File: config.mk
export PLATFORM = sky130hd
export DESIGN_NAME = fat_entry_locate_decode
export DESIGN_NICKNAME = d
export VERILOG_FILES = /design/src/hw/rtl/fel_pkg.sv /design/src/hw/rtl/fat_entry_locate_decode.sv
export SDC_FILE = /design/constraint.sdc
export NUM_CORES = 1
export LEC_CHECK = 0
export ABC_AREA = 1
export BUFFER_PORTS_ARGS = -buffer_cell sky130_fd_sc_hd__buf_2
export CORE_UTILIZATION = 56
export CTS_CLUSTER_DIAMETER = 150
export CTS_CLUSTER_SIZE = 28
export DETAILED_ROUTE_END_ITERATION = 8
export HOLD_SLACK_MARGIN = 0.03
export PLACE_DENSITY = 0.93
export REMOVE_ABC_BUFFERS = 1
export SYNTH_ARGS = -nofsm -noshare
export SYNTH_HDL_FRONTEND = slang
export SYNTH_SLANG_ARGS = --single-unit
File: constraint.sdc
create_clock -name aclk -period 4.9 [get_ports aclk]
set_input_delay 0.245 -clock aclk [delete_from_list [all_inputs] [get_ports aclk]]
set_output_delay 0.245 -clock aclk [all_outputs]
set_load 0.01 [all_outputs]
File: src/hw/rtl/fel_pkg.sv
`default_nettype none

package fel_pkg;

    // field widths
    localparam int OP_W        = 1;
    localparam int CLUSTER_W   = 28;
    localparam int RAW_W       = 32;
    localparam int SECTOR_W    = 32;
    localparam int OFFSET_W    = 12;
    localparam int RESV_W      = 16;
    localparam int TYPE_W      = 2;
    localparam int LOG2_W      = 4;
    localparam int CFG_ADDR_W  = 2;
    localparam int CFG_DATA_W  = 16;
    localparam int IDX_W       = 30;

    // stream packing
    localparam int S_TDATA_W   = 64;
    localparam int S_TUSER_W   = 2;
    localparam int M_TDATA_W   = 80;

    localparam int M_SECTOR_LSB = 0;
    localparam int M_OFFSET_LSB = M_SECTOR_LSB + SECTOR_W;
    localparam int M_NEXT_LSB   = M_OFFSET_LSB + OFFSET_W;
    localparam int M_EOC_BIT    = M_NEXT_LSB + CLUSTER_W;

    // operations
    localparam logic [OP_W-1:0] OP_LOCATE = 1'b0;
    localparam logic [OP_W-1:0] OP_DECODE = 1'b1;

    // file system variants
    localparam logic [TYPE_W-1:0] FAT_12 = 2'd0;
    localparam logic [TYPE_W-1:0] FAT_16 = 2'd1;
    localparam logic [TYPE_W-1:0] FAT_32 = 2'd2;

    // register indexes
    localparam logic [CFG_ADDR_W-1:0] CFG_FAT_TYPE  = 2'd0;
    localparam logic [CFG_ADDR_W-1:0] CFG_RESV_SECT = 2'd1;
    localparam logic [CFG_ADDR_W-1:0] CFG_SECT_LOG2 = 2'd2;

    // register reset values
    localparam logic [TYPE_W-1:0] FAT_TYPE_RST  = FAT_16;
    localparam logic [RESV_W-1:0] RESV_SECT_RST = 16'd1;
    localparam logic [LOG2_W-1:0] SECT_LOG2_RST = 4'd9;

    // sector size limits
    localparam logic [LOG2_W-1:0] SECT_LOG2_MIN = 4'd9;
    localparam logic [LOG2_W-1:0] SECT_LOG2_MAX = 4'd12;

    // entry decode constants
    localparam logic [CLUSTER_W-1:0] FAT12_EOC  = 28'h0000FF8;
    localparam logic [CLUSTER_W-1:0] FAT16_EOC  = 28'h000FFF8;
    localparam logic [CLUSTER_W-1:0] FAT32_EOC  = 28'hFFFFFF8;
    localparam logic [CLUSTER_W-1:0] FAT32_MASK = 28'hFFFFFFF;
    localparam logic [OFFSET_W-1:0]  FAT12_MASK = 12'hFFF;
    localparam logic [CLUSTER_W-1:0] ODD_BIT    = 28'h0000001;

endpackage

`default_nettype wire

File: src/hw/rtl/fat_entry_locate_decode.sv
`default_nettype none
// channel   dir  signals                     contents
// s_        in   s_tvalid/s_tready/s_tdata   cluster, raw_word; s_tuser: operation, read_error
// m_        out  m_tvalid/m_tready/m_tdata   fat_sector, byte_offset, next_cluster, end_of_chain
// cfg_      in   cfg_wr_en/cfg_addr/cfg_wdata fat_type, reserved_sectors, sector_size_log2
//
// one request per cycle unless m_tready stalls it; path: input register, then result register
// two adds (30 and 32 bits) and shift/mask selection form the result between the two registers
// aresetn is synchronous, active low; it clears the valid flags and loads the config defaults
// a stalled result holds in the result register while the input register still takes a request
// s_tready drops only when both registers hold requests and m_tready is low

module fat_entry_locate_decode (
    input  wire                                 aclk,
    input  wire                                 aresetn,
    input  wire                                 cfg_wr_en,
    input  wire  [fel_pkg::CFG_ADDR_W-1:0]      cfg_addr,
    input  wire  [fel_pkg::CFG_DATA_W-1:0]      cfg_wdata,
    input  wire                                 s_tvalid,
    output logic                                s_tready,
    // [27:0] cluster, [59:28] raw_word, [63:60] zero
    input  wire  [fel_pkg::S_TDATA_W-1:0]       s_tdata,
    // [0] operation, [1] read_error
    input  wire  [fel_pkg::S_TUSER_W-1:0]       s_tuser,
    output logic                                m_tvalid,
    input  wire                                 m_tready,
    // [31:0] fat_sector, [43:32] byte_offset, [71:44] next_cluster, [72] end_of_chain,
    // [79:73] zero
    output logic [fel_pkg::M_TDATA_W-1:0]       m_tdata
);

    // configuration registers
    logic [fel_pkg::TYPE_W-1:0]     fat_type_reg;
    logic [fel_pkg::RESV_W-1:0]     resv_sect_reg;
    logic [fel_pkg::LOG2_W-1:0]     sect_log2_reg;

    // input stage
    logic                           in_valid_reg;
    logic [fel_pkg::OP_W-1:0]       in_op_reg;
    logic                           in_err_reg;
    logic [fel_pkg::CLUSTER_W-1:0]  in_cluster_reg;
    logic [fel_pkg::RAW_W-1:0]      in_raw_reg;

    // result stage
    logic                           out_valid_reg;
    logic [fel_pkg::M_TDATA_W-1:0]  out_data_reg;
    logic [fel_pkg::M_TDATA_W-1:0]  out_data_next;

    logic                           out_free;
    logic                           s_take;

    // locate path
    logic [fel_pkg::LOG2_W-1:0]     log2_eff;
    logic [fel_pkg::IDX_W-1:0]      entry_idx;
    logic [fel_pkg::IDX_W-10:0]     sect_rel;
    logic [fel_pkg::OFFSET_W-1:0]   entry_off;
    logic [fel_pkg::SECTOR_W-1:0]   fat_sector;

    // decode path
    logic [15:0]                    w16;
    logic [fel_pkg::CLUSTER_W-1:0]  dec_val;
    logic                           dec_eoc;

    // handshake
    assign out_free = !out_valid_reg || m_tready;
    assign s_tready = !in_valid_reg || out_free;
    assign s_take   = s_tvalid && s_tready;
    assign m_tvalid = out_valid_reg;
    assign m_tdata  = out_data_reg;

    // config writes
    always_ff @(posedge aclk) begin
        if (!aresetn) begin
            fat_type_reg  <= fel_pkg::FAT_TYPE_RST;
            resv_sect_reg <= fel_pkg::RESV_SECT_RST;
            sect_log2_reg <= fel_pkg::SECT_LOG2_RST;
        end else if (cfg_wr_en) begin
            case (cfg_addr)
                fel_pkg::CFG_FAT_TYPE:  fat_type_reg  <= cfg_wdata[fel_pkg::TYPE_W-1:0];
                fel_pkg::CFG_RESV_SECT: resv_sect_reg <= cfg_wdata[fel_pkg::RESV_W-1:0];
                fel_pkg::CFG_SECT_LOG2: sect_log2_reg <= cfg_wdata[fel_pkg::LOG2_W-1:0];
                default: begin
                end
            endcase
        end
    end

    // input register
    always_ff @(posedge aclk) begin
        if (!aresetn) begin
            in_valid_reg <= 1'b0;
        end else if (s_tready) begin
            in_valid_reg <= s_tvalid;
        end
    end

    always_ff @(posedge aclk) begin
        if (s_take) begin
            in_cluster_reg <= s_tdata[fel_pkg::CLUSTER_W-1:0];
            in_raw_reg     <= s_tdata[fel_pkg::CLUSTER_W +: fel_pkg::RAW_W];
            in_op_reg      <= s_tuser[0];
            in_err_reg     <= s_tuser[1];
        end
    end

    // sector size clamp
    always_comb begin
        if (sect_log2_reg < fel_pkg::SECT_LOG2_MIN) begin
            log2_eff = fel_pkg::SECT_LOG2_MIN;
        end else if (sect_log2_reg > fel_pkg::SECT_LOG2_MAX) begin
            log2_eff = fel_pkg::SECT_LOG2_MAX;
        end else begin
            log2_eff = sect_log2_reg;
        end
    end

    // byte index of the entry in the fat
    always_comb begin
        case (fat_type_reg)
            fel_pkg::FAT_32: entry_idx = {in_cluster_reg, 2'b00};
            fel_pkg::FAT_16: entry_idx = {1'b0, in_cluster_reg, 1'b0};
            default:         entry_idx = {2'b00, in_cluster_reg}
                                       + {3'b000, in_cluster_reg[fel_pkg::CLUSTER_W-1:1]};
        endcase
    end

    // split index into sector and offset
    always_comb begin
        case (log2_eff)
            4'd9: begin
                sect_rel  = entry_idx[fel_pkg::IDX_W-1:9];
                entry_off = {3'b000, entry_idx[8:0]};
            end
            4'd10: begin
                sect_rel  = {1'b0, entry_idx[fel_pkg::IDX_W-1:10]};
                entry_off = {2'b00, entry_idx[9:0]};
            end
            4'd11: begin
                sect_rel  = {2'b00, entry_idx[fel_pkg::IDX_W-1:11]};
                entry_off = {1'b0, entry_idx[10:0]};
            end
            default: begin
                sect_rel  = {3'b000, entry_idx[fel_pkg::IDX_W-1:12]};
                entry_off = entry_idx[11:0];
            end
        endcase
    end

    assign fat_sector = {16'h0000, resv_sect_reg}
                      + {{(fel_pkg::SECTOR_W - fel_pkg::IDX_W + 9){1'b0}}, sect_rel};

    // entry word decode
    assign w16 = in_raw_reg[15:0];

    always_comb begin
        dec_val = '0;
        dec_eoc = 1'b0;
        if (!in_err_reg) begin
            case (fat_type_reg)
                fel_pkg::FAT_12: begin
                    if ((in_cluster_reg & fel_pkg::ODD_BIT) != '0) begin
                        dec_val = {16'h0000, w16[15:4]};
                    end else begin
                        dec_val = {16'h0000, w16[11:0] & fel_pkg::FAT12_MASK};
                    end
                    dec_eoc = dec_val >= fel_pkg::FAT12_EOC;
                end
                fel_pkg::FAT_16: begin
                    dec_val = {12'h000, w16};
                    dec_eoc = dec_val >= fel_pkg::FAT16_EOC;
                end
                fel_pkg::FAT_32: begin
                    dec_val = in_raw_reg[fel_pkg::CLUSTER_W-1:0] & fel_pkg::FAT32_MASK;
                    dec_eoc = dec_val >= fel_pkg::FAT32_EOC;
                end
                default: begin
                    dec_val = '0;
                    dec_eoc = 1'b0;
                end
            endcase
        end
    end

    // result word
    always_comb begin
        out_data_next = '0;
        if (in_op_reg == fel_pkg::OP_LOCATE) begin
            out_data_next[fel_pkg::M_SECTOR_LSB +: fel_pkg::SECTOR_W] = fat_sector;
            out_data_next[fel_pkg::M_OFFSET_LSB +: fel_pkg::OFFSET_W] = entry_off;
        end else begin
            out_data_next[fel_pkg::M_NEXT_LSB +: fel_pkg::CLUSTER_W] = dec_val;
            out_data_next[fel_pkg::M_EOC_BIT]                        = dec_eoc;
        end
    end

    // result register
    always_ff @(posedge aclk) begin
        if (!aresetn) begin
            out_valid_reg <= 1'b0;
        end else if (out_free) begin
            out_valid_reg <= in_valid_reg;
        end
    end

    always_ff @(posedge aclk) begin
        if (out_free && in_valid_reg) begin
            out_data_reg <= out_data_next;
        end
    end

endmodule

`default_nettype wire

==> run metrics <==
row cnt 45; crit-path max FO 4; Remaining DRCs 0; post-CTS setup buffer count 0; Design Power between 0.003 and 0.004 W; Internal roughly 0.0025 W; clock share of power 36.2%; WL/cell 15.5 microns; CP required between 5 and 6 ns; startpoint types flip-flop; Tot GR Track Use between 20% and 30%; combinational share of power between 20% and 30%; antenna violations before repair 0; min-delay worst type input port to flip-flop; Syn Area/Cell roughly 8.2 sq um; Sw Share a little under a third; Clock Tree Root clkbuf_16; power per cell area 322 nW/um^2; Psw around 0.0011 W; Synth area leader edfxtp_1; final hold viol count 0; Area contributors post-synth edfxtp_1, nand2_1, ha_1; headroom to the max-slew limit 43.7%; most frequent CP cell nand2_1; Worst-path clk slew 0.06 ns; part of the power in registers approximately two fifths; CTS H-Tree Depth 4; total CTS buffers 17; Crit-path slowest cell fa_1; Post-Syn Area 8950 sq um; Final Skew roughly 0.013 ns; clock sinks ~150; Worst Path Arrival between 4 and 5 ns; largest net degree at the start of global routing 64; post-synthesis cell count ~1,100; status complete, no violations; sequential area share after synthesis 46.0%; Max Cap Viol 0; endpoint class of the critical path flip-flop; CP delay by family, top compound AO/OA/AOI/OAI gates; post-DR vias/cell approximately 5.7; Final Cell Area approximately 11,000 sq um; Final Cycle Share a little over nine tenths; Peak Freq 0.214 GHz; DP HPWL 16,000 microns; yosys warns 0; chip width 128 microns; CP Buf/Inv Count 4; Clock Latency Late Sink 0.44 ns; Slew Viols, Final 0; highest cell delay on the worst timing path roughly 0.47 ns; commonest cells after routing, fill and taps aside nand2_1, buf_2, nor2_1; Initial Util roughly three fifths; drt first-iter violations 1,062; TritonCTS clock tree yes; fin nets ~1,400; clk buf depth 2; post-placement worst setup slack around 0.16 ns; proportion of layout cells with a drive suffix above 1 between 15 and 20%; Core Box Area about 15,000 sq um; post-synthesis register bit count about 150; die height ~130 microns; synth-to-layout area growth 23.7%; worst-margin pin slew between 0.8 and 0.9 ns; Largest register FFs 63; LEAKAGE roughly 5.1 nW; remaining antenna violation count after routing 0; 1st-pass router iterations 6; top cell type's share of synthesized area approximately two fifths; Netlist cell types 45; Layout fillers between 1,000 and 1,500; Worst Setup Path Type flip-flop to flip-flop; DIE AREA approximately 16,000 sq um; Tmin final approximately 4.7 ns; routability congestion estimate between 0.9 and 1; # setup viols final 0; commonest non-fill, non-tap cell in the layout nand2_1; global-route congestion overflow total 0; Routed WL approximately 24,000 microns; first-pass GRT wire length roughly 37,000 microns; IO Port Bufs between 100 and 150; Peak supply drop approximately 0.26 mV; post-route setup slack 0.226 ns; vias in the first global route roughly 7,900; placed inst area between 9000 and 10,000 sq um; I/O Pins between 150 and 200; WHS approximately 0.04 ns; vias slightly below 9,000
==> final timing paths <==
check	end	depth (start not counted)	slack, ns	from
max	m_tdata[20]	27	0.23	in_cluster_reg[0]
min	resv_sect_reg[8]	3	0.04	cfg_wdata[8]
max reg2reg	m_tdata[20]	27	0.23	in_cluster_reg[0]
min reg2reg	resv_sect_reg[0]	2	0.48	resv_sect_reg[0]
==> final cells by class <==
| cell class | count | area (sq um) | share of cell area, % |
|---|---|---|---|
| inverter | 140 | 526 | 4.75 |
| timing repair buffer | 216 | 1400 | 12.7 |
| sequential | 145 | 4110 | 37.1 |
| tap | 211 | 264 | 2.38 |
| clock inverter | 12 | 136 | 1.23 |
| clock buffer | 20 | 447 | 4.03 |
| antenna | 1 | 2.50 | 0.0226 |
| multi-input combinational | 785 | 4180 | 37.8 |
==> cells in the mapped netlist (all sizes together) <==
cell     count
clkbuf      24
nand3       61
o211ai       2
o21a         6
and3         1
or2          6
a221o       14
a21oi       94
nand2      261
a32o         2
conb         1
nor3b        1
nor2       134
fa           2
nand4        8
inv        137
ha          49
a211oi       4
dfxtp       24
o2111ai      3
o22ai       20
xor2         2
mux2i        1
nor3        10
nor4         5
clkinv       3
a21boi       4
o21bai       7
edfxtp     121
buf         20
a31oi        4
a22oi        1
o21ai       66
==> what timing repair did <==
action / in CTS / in global routing
gates resized for setup: 0 / 9
hold endpoints to repair: 58 / 0
endpoints found under the setup margin: 0 / 7
hold buffers: 58 / 0
==> metrics by stage <==
stage                     cells  setup TNS, ns  utilization, %
after floorplan            1070              0               -
after global placement     1439              0            64.0
after detailed placement   1439              0            64.0
after CTS                  1529              0            71.6
after global routing       1529       -0.00642            71.8
final                      1530              0            71.8
==> power groups by stage <==
stage               Sequential (W)  Combinational (W)  Clock (W)
finish                     0.00146           0.000814    0.00129
global route               0.00147           0.000894    0.00135
CTS                        0.00146           0.000781    0.00129
detailed placement         0.00148           0.000730          0
global placement           0.00148           0.000705          0
floorplan                  0.00150           0.000504          0
==> worst min-delay path, delay by kind of cell <==
kind | cells | cell delay, ns
simple gates | 2 | 0.12
buf+inv | 1 | 0.07
==> logic make-up (layout without fill, tap and decap cells) <==
group	Yosys count	after routing	share of synthesized area (%)
multiplexers	1	1	0.112
other	1	18	0.0419
adder cells (fa/ha/maj)	51	51	7.30
flip-flops	145	145	46.0
AO/OA/AOI/OAI	227	227	14.8
AND/OR/NAND/NOR	487	487	23.2
XOR/XNOR	2	2	0.196
buffers and inverters	184	388	8.44
==> per-layer routing <==
metal  wire length (microns)  global-route usage, %  share of wire [%]
met1                    9660                   36.8                 41
met2                   11100                   47.7                 47
met3                    2050                   6.49                8.7
met4                     921                   14.5                3.9
met5                       0                      0                  0
Note: power is estimated with default switching activity, not from simulation.
